<file path="config.mk">
export PLATFORM = sky130hd
export DESIGN_NAME = fpba_row
export DESIGN_NICKNAME = d
export VERILOG_FILES = /design/src/design/fpba_pkg.sv /design/src/design/fpba_cell.sv /design/src/design/fpba_row.sv
export SDC_FILE = /design/constraint.sdc
export NUM_CORES = 2
export LEC_CHECK = 0
export ABC_AREA = 1
export BUFFER_PORTS_ARGS = -buffer_cell sky130_fd_sc_hd__buf_4
export CAP_MARGIN = 30
export CORE_UTILIZATION = 57
export DETAILED_ROUTE_END_ITERATION = 8
export PLACE_DENSITY = 0.79
export SYNTH_ARGS = -nofsm -noshare
export SYNTH_HDL_FRONTEND = slang
export SYNTH_SLANG_ARGS = --single-unit
</file>
<file path="constraint.sdc">
create_clock -name clk -period 4.1 [get_ports clk]
set_clock_uncertainty 0.05 [all_clocks]
set_input_delay 0.41 -clock clk [delete_from_list [all_inputs] [get_ports clk]]
set_output_delay 0.41 -clock clk [all_outputs]
set_load 0.05 [all_outputs]
</file>
<file path="src/design/fpba_pkg.sv">
`default_nettype none
package fpba_pkg;

  localparam int unsigned AddrWidth = 20;
  localparam int unsigned DefaultMaxBlocks = 64;
  localparam int unsigned DefaultHeaderBytes = 16;
  localparam logic [AddrWidth-1:0] HeapBytesReset = 20'd65536;

  localparam logic [1:0] PolicyFirst = 2'd0;
  localparam logic [1:0] PolicyWorst = 2'd1;

  localparam logic [1:0] StatusOk = 2'd0;
  localparam logic [1:0] StatusNoFit = 2'd1;
  localparam logic [1:0] StatusNotFound = 2'd2;
  localparam logic [1:0] StatusFull = 2'd3;

  localparam logic OpAlloc = 1'b0;

  localparam logic RegFitPolicy = 1'b0;
  localparam logic RegHeapBytes = 1'b1;

  typedef struct packed {
    logic [AddrWidth-1:0] offset;
    logic [AddrWidth-1:0] size;
  } blk_t;

  typedef enum logic [1:0] {
    ST_IDLE,
    ST_SCAN,
    ST_APPLY
  } state_t;

endpackage
`default_nettype wire

</file>
<file path="src/design/fpba_cell.sv">
`default_nettype none
module fpba_cell (
  input  wire                 clk,
  input  wire                 shift,
  input  wire                 write,
  input  fpba_pkg::blk_t      neighbor,
  input  fpba_pkg::blk_t      wr_data,
  output fpba_pkg::blk_t      entry
);

  // A direct write wins over taking the neighbor's entry.
  always_ff @(posedge clk) begin
    if (write) begin
      entry <= wr_data;
    end else if (shift) begin
      entry <= neighbor;
    end
  end

endmodule
`default_nettype wire

</file>
<file path="src/design/fpba_row.sv">
`default_nettype none
module fpba_row #(
  parameter int unsigned MAX_BLOCKS = fpba_pkg::DefaultMaxBlocks
) (
  input  wire                            clk,
  input  wire                            rotate,
  input  wire                            del_en,
  input  wire [$clog2(MAX_BLOCKS)-1:0]   del_idx,
  input  wire                            wr_en,
  input  wire [$clog2(MAX_BLOCKS)-1:0]   wr_idx,
  input  fpba_pkg::blk_t                 wr_data,
  output fpba_pkg::blk_t                 head
);

  localparam int unsigned IW = $clog2(MAX_BLOCKS);

  fpba_pkg::blk_t cells [MAX_BLOCKS];

  for (genvar k = 0; k < MAX_BLOCKS; k++) begin : g_cell
    fpba_pkg::blk_t nb;
    logic           sh;
    logic           wr;
    if (k == MAX_BLOCKS - 1) begin : g_last
      assign nb = cells[0];
    end else begin : g_mid
      assign nb = cells[k+1];
    end
    assign sh = rotate || (del_en && (IW'(k) >= del_idx));
    assign wr = wr_en && (IW'(k) == wr_idx);
    fpba_cell u_cell (
      .clk      (clk),
      .shift    (sh),
      .write    (wr),
      .neighbor (nb),
      .wr_data  (wr_data),
      .entry    (cells[k])
    );
  end

  assign head = cells[0];

endmodule
`default_nettype wire

</file>
Word level (Yosys, flattened, before mapping)
Index checks and enable logic that the tools add are counted.

Add/sub/neg operators: 0. $mul: 0. Div/mod/pow operators: 0. Order comparisons: 64. Equal/unequal tests: 63. Shift-type cells: 0. Mux-type cells: 128. Bitwise logic cells: 0. Reduce and logical (&&, ||, !) cells: 257.

Operators with widths (count): 40-bit two-way mux (128); 6-bit equality test (first input constant) (32); 6-bit greater-or-equal comparator (first input constant) (32); 1-bit logical AND (128); 2-bit nonzero test (64); 5-bit by 6-bit equality test with 1-bit output (first input constant) (16); 5-bit by 6-bit greater-or-equal comparator with 1-bit output (first input constant) (16); 1-bit logical OR (64); 4-bit by 6-bit equality test with 1-bit output (first input constant) (8); 4-bit by 6-bit greater-or-equal comparator with 1-bit output (first input constant) (8); 3-bit by 6-bit equality test with 1-bit output (first input constant) (4); 3-bit by 6-bit greater-or-equal comparator with 1-bit output (first input constant) (4); 2-bit by 6-bit equality test with 1-bit output (first input constant) (2); 1-bit by 6-bit greater-or-equal comparator with 1-bit output (first input constant) (2); 2-bit by 6-bit greater-or-equal comparator with 1-bit output (first input constant) (2); 1-bit by 6-bit equality test with 1-bit output (first input constant) (1); 6-bit logical NOT (1).

Flip-flop bits (word level): 2560. Bits in latches: 0. RAM bits: 0. Memory bits (read-only): 0. Bits of input ports: 56. Output and inout port bits: 40. Word-level logic and storage cells: 640. Memories: 0.

Logic depth before layout (Yosys ltp)
Word-level depth: 5. Depth in mapped cells: 8. Depth with buffers taken out: 7.

Hierarchy
Synthesis repeated with hierarchy kept, for this count alone.

Cell total of the unflattened synthesis: 11239. Area total of the unflattened synthesis: 117336.3 um^2.

Modules (own cells, without submodules): fpba_cell (instances 64, cells each 171, area each 1811.7 um^2, sequential area each 1201.2 um^2); fpba_row (instances 1, cells each 295, area each 1385.1 um^2, sequential area each 0.0 um^2).

Worst setup path before layout
Ideal clock, no wire load.

Path kind: input-to-reg. Start point: input del_idx[3]. End point: register g_cell[53].u_cell.entry[0] in the netlist's numbering, enable pin. Setup time: 0.493 ns. Data arrival time: 3.612 ns. Required time: 3.557 ns. Path slack: -0.055 ns. Stages on the path: 4. Buffers on the path: 1. Cell sequence: clkbuf_1 -> inv_1 -> a21oi_1 -> o21ai_0.

Longest elaborated chain between the ends: 4.

RTL lines: start, declared (RTL line fpba_row.sv:8) `input wire [$clog2(MAX_BLOCKS)-1:0] del_idx,`; 6-bit greater-or-equal comparator (RTL line fpba_row.sv:28) `assign sh = rotate || (del_en && (IW'(k) >= del_idx));`; 1-bit logical AND (RTL line fpba_row.sv:28); 1-bit logical OR (RTL line fpba_row.sv:28); 2-bit nonzero test (no line); end signal, assigned (RTL line fpba_cell.sv:14) `entry <= wr_data;`; end signal, assigned (RTL line fpba_cell.sv:16) `entry <= neighbor;`; end, declared (RTL line fpba_cell.sv:8) `output fpba_pkg::blk_t entry`.

Every way passes these cells. A chain may end at the register's enable or synchronous reset.

Worst setup path after layout
Start point: register g_cell[0].u_cell.entry[17] in the netlist's numbering. End point: output head[17] in the netlist's numbering.

RTL lines: start, declared (RTL line fpba_cell.sv:8); start signal, assigned (RTL line fpba_cell.sv:14); start signal, assigned (RTL line fpba_cell.sv:16); end, declared (RTL line fpba_row.sv:12) `output fpba_pkg::blk_t head`.

No word-level cell between the ends.

==> results_dict.tcl <==
set metrics [dict create \
    switching_share_pct 23.1 \
    p_leak_nw 45.0 \
    pin_count 96 \
    netlist_area_um2 104000 \
    vdd_drop_max_uv 554 \
    avgSynthCellArea_um2 11.8 \
    switching_power_mw 13.6 \
    use_met2_pct 43.7 \
    critPathLaunch "g_cell[0].u_cell.entry[17]$_DFFE_PP_" \
    die_area_um2 184000 \
    hold_path.class "in -> reg" \
    via_per_inst 6.22 \
    ys_seq_elements 2560 \
    rows 156 \
    globalRouteMet3Util_pct 5.18 \
    clk_latency_ns 0.87 \
    hold_viol 0 \
    yosys_warnings 0 \
    min_period_ns 2.33 \
    clk_pin_slew_worst_paths_ns 0.07 \
    fin_nets 8649 \
    drcViolationCount 0 \
    yosysUniqueCellTypes 20 \
    cp.arrival_ns 1.87 \
    largest_reg_flops 2560 \
    maxCapViolCount 0 \
    synth_nets 8872 \
    cp_cell_sequence "buf_4" \
    crit_fanout 2 \
    powerDensity_nw_per_um2 517 \
    layout_commonest_cell "nand2_1" \
    pwr-share-clk_pct 36.1 \
    critPathKind "reg -> out" \
    grt.overflow.total 0 \
    hp-start "wr_data[9]" \
    tritoncts "built" \
    syn2layout_area_growth_pct 10.0 \
    outcome "finished, final reports clean" \
    grt_pass1_wl_um 400000 \
    place.gp.congestion 0.965 \
    max_freq_mhz 429 \
    busiest_layer "met2" \
    seq_area_frac_synth_pct 74.1 \
    slew_headroom_pct 28.5 \
    worstReg2RegStart "g_cell[54].u_cell.entry[31]$_DFFE_PP_" \
    regMostFlops "g_cell.u_cell.entry" \
    critPathRequiredTime_ns 3.64 \
    layoutNonFillerInstCount 11200 \
    cts_max_level 4 \
    seq_power_share_pct 56.4 \
    first_global_vias 66300 \
    reg2reg_slack_ns 2.82 \
    port_buffers 95 \
    drive_above_1_share_pct 8.78 \
    first_iter_violations 10700 \
    worst_slew_pin_slew_ns 1.07 \
    cts_inserted_buffers 236 \
    crit_buf_inv 1 \
    placed_cells 10700 \
    wl_per_cell_um 23.2 \
    cts_sinks 2560 \
    slowest_stage "edfxtp_1" \
    rsz0062_at_grt "false" \
    core_um2 181000 \
    place_hpwl_um 149000 \
    cp-start-kind "flip-flop" \
    crit_family "flip-flops" \
    p_comb_share_pct 7.5 \
    post-route-period-util_pct 56.8 \
    setup_tns_ns 0 \
    fp.dieW_um 429 \
    ant_nets 0 \
    die_h_um 429 \
    grtUsageMet1_pct 39.6 \
    via_count 69400 \
    grt_usage_pct 28.0 \
    cpPeakStageDelay_ns 0.67 \
    cts_buffer_depth 3 \
    final_cell_mix "2606 x nand2_1, 2560 x edfxtp_1, 2201 x o21ai_0, 327 x o21ai_1, 276 x buf_4" \
    end_kind "output port" \
    finalSetupViolations 0 \
    fillCellCount 12700 \
    grt_max_degree 82 \
    p_int_mw 45.4 \
    drv_slew 0 \
    synthesis.instances 8816 \
    top_regs "g_cell.u_cell.entry x2560" \
    drt-total-wl_um 259000 \
    initial_core_util_pct 57.4 \
    antenna_found_initial 13 \
    first_pass_iters 9 \
    cts_setup_buffers 0 \
    clock-root-buffer "clkbuf_16" \
]
## layer usage
layer  wire length, um  part of all wire, %  up-vias
met1             98600                   38    33400
met2            121000                   47     4719
met5                13               0.0050        -
met4              9450                  3.6        2
li1                  -                    -    30700
met3             30100                   12      513
## power by group through the flow
| stage | Sequential [mW] | Combinational [mW] | Clock (mW) |
|---|---|---|---|
| final | 33.3 | 4.42 | 21.3 |
| after global routing | 33.5 | 4.94 | 22.3 |
| after CTS | 33.3 | 4.37 | 21.4 |
| after detailed placement | 33.8 | 4.30 | 0 |
| after global placement | 33.8 | 4.06 | 0 |
| after floorplan | 33.5 | 2.68 | 0 |
## kinds of logic after synthesis
family | Yosys count | synth area share, %
flip-flops | 2560 | 74.1
buffers and inverters | 834 | 3.06
AND/OR/NAND/NOR | 2829 | 10.4
AO/OA/AOI/OAI | 2593 | 12.5
## worst reg2reg max path: stages, from the launching register on
cell      delay [ns]
edfxtp_1        0.38
nand2_1         0.07
o21ai_0         0.36
## Yosys cell counts (all sizes together)
| cell type | instances | area share, % |
|---|---|---|
| clkinv | 41 | 0.15 |
| inv | 26 | 0.094 |
| buf | 50 | 0.22 |
| o211ai | 5 | 0.036 |
| nand2 | 2677 | 9.7 |
| nand3 | 57 | 0.27 |
| edfxtp | 2560 | 74 |
| nor2 | 89 | 0.35 |
| nand3b | 2 | 0.014 |
| o21ai | 2529 | 12 |
| clkbuf | 717 | 2.6 |
| nand4 | 4 | 0.024 |
| a21oi | 59 | 0.28 |
## path summary, 6_finish.rpt
check	cells past startpoint	to
worst max register to register	2	g_cell[53].u_cell.entry[31]$_DFFE_PP_
worst min register to register	2	g_cell[33].u_cell.entry[15]$_DFFE_PP_
worst max-delay path	1	head[17]
worst min-delay path	3	g_cell[33].u_cell.entry[9]$_DFFE_PP_
## stage by stage
step                      hold slack (ns)  setup WS, ns  total power, mW  util (%)  instance area [um2]
after global placement              0.451          1.07             37.9      58.8               106000
final                             0.00908          1.77             59.1      63.2               114000
after global routing               0.0268          1.75             60.8      63.2               114000
after CTS                          0.0200          1.73             59.1      63.1               114000
after floorplan                     0.450         0.497             36.2         -               104000
after detailed placement            0.459          1.04             38.1      59.0               107000
## timing repair
action	CTS	global route
resized for setup	0	0
endpoints found under the hold margin	14	5
setup endpoints to repair	0	0
hold buffers	3	2
## layout make-up
cell class	instances	area (um2)	share of cell area, %
Clock buffer	302	6260	5.48
Antenna cell	6	15.0	0.0131
Inverter	67	251	0.220
Clock inverter	125	1090	0.954
Sequential cell	2560	76900	67.3
Multi-Input combinational cell	5422	24100	21.1
Timing Repair Buffer	306	2620	2.30
Tap cell	2370	2970	2.60
Note: power is estimated with default switching activity, not from simulation.
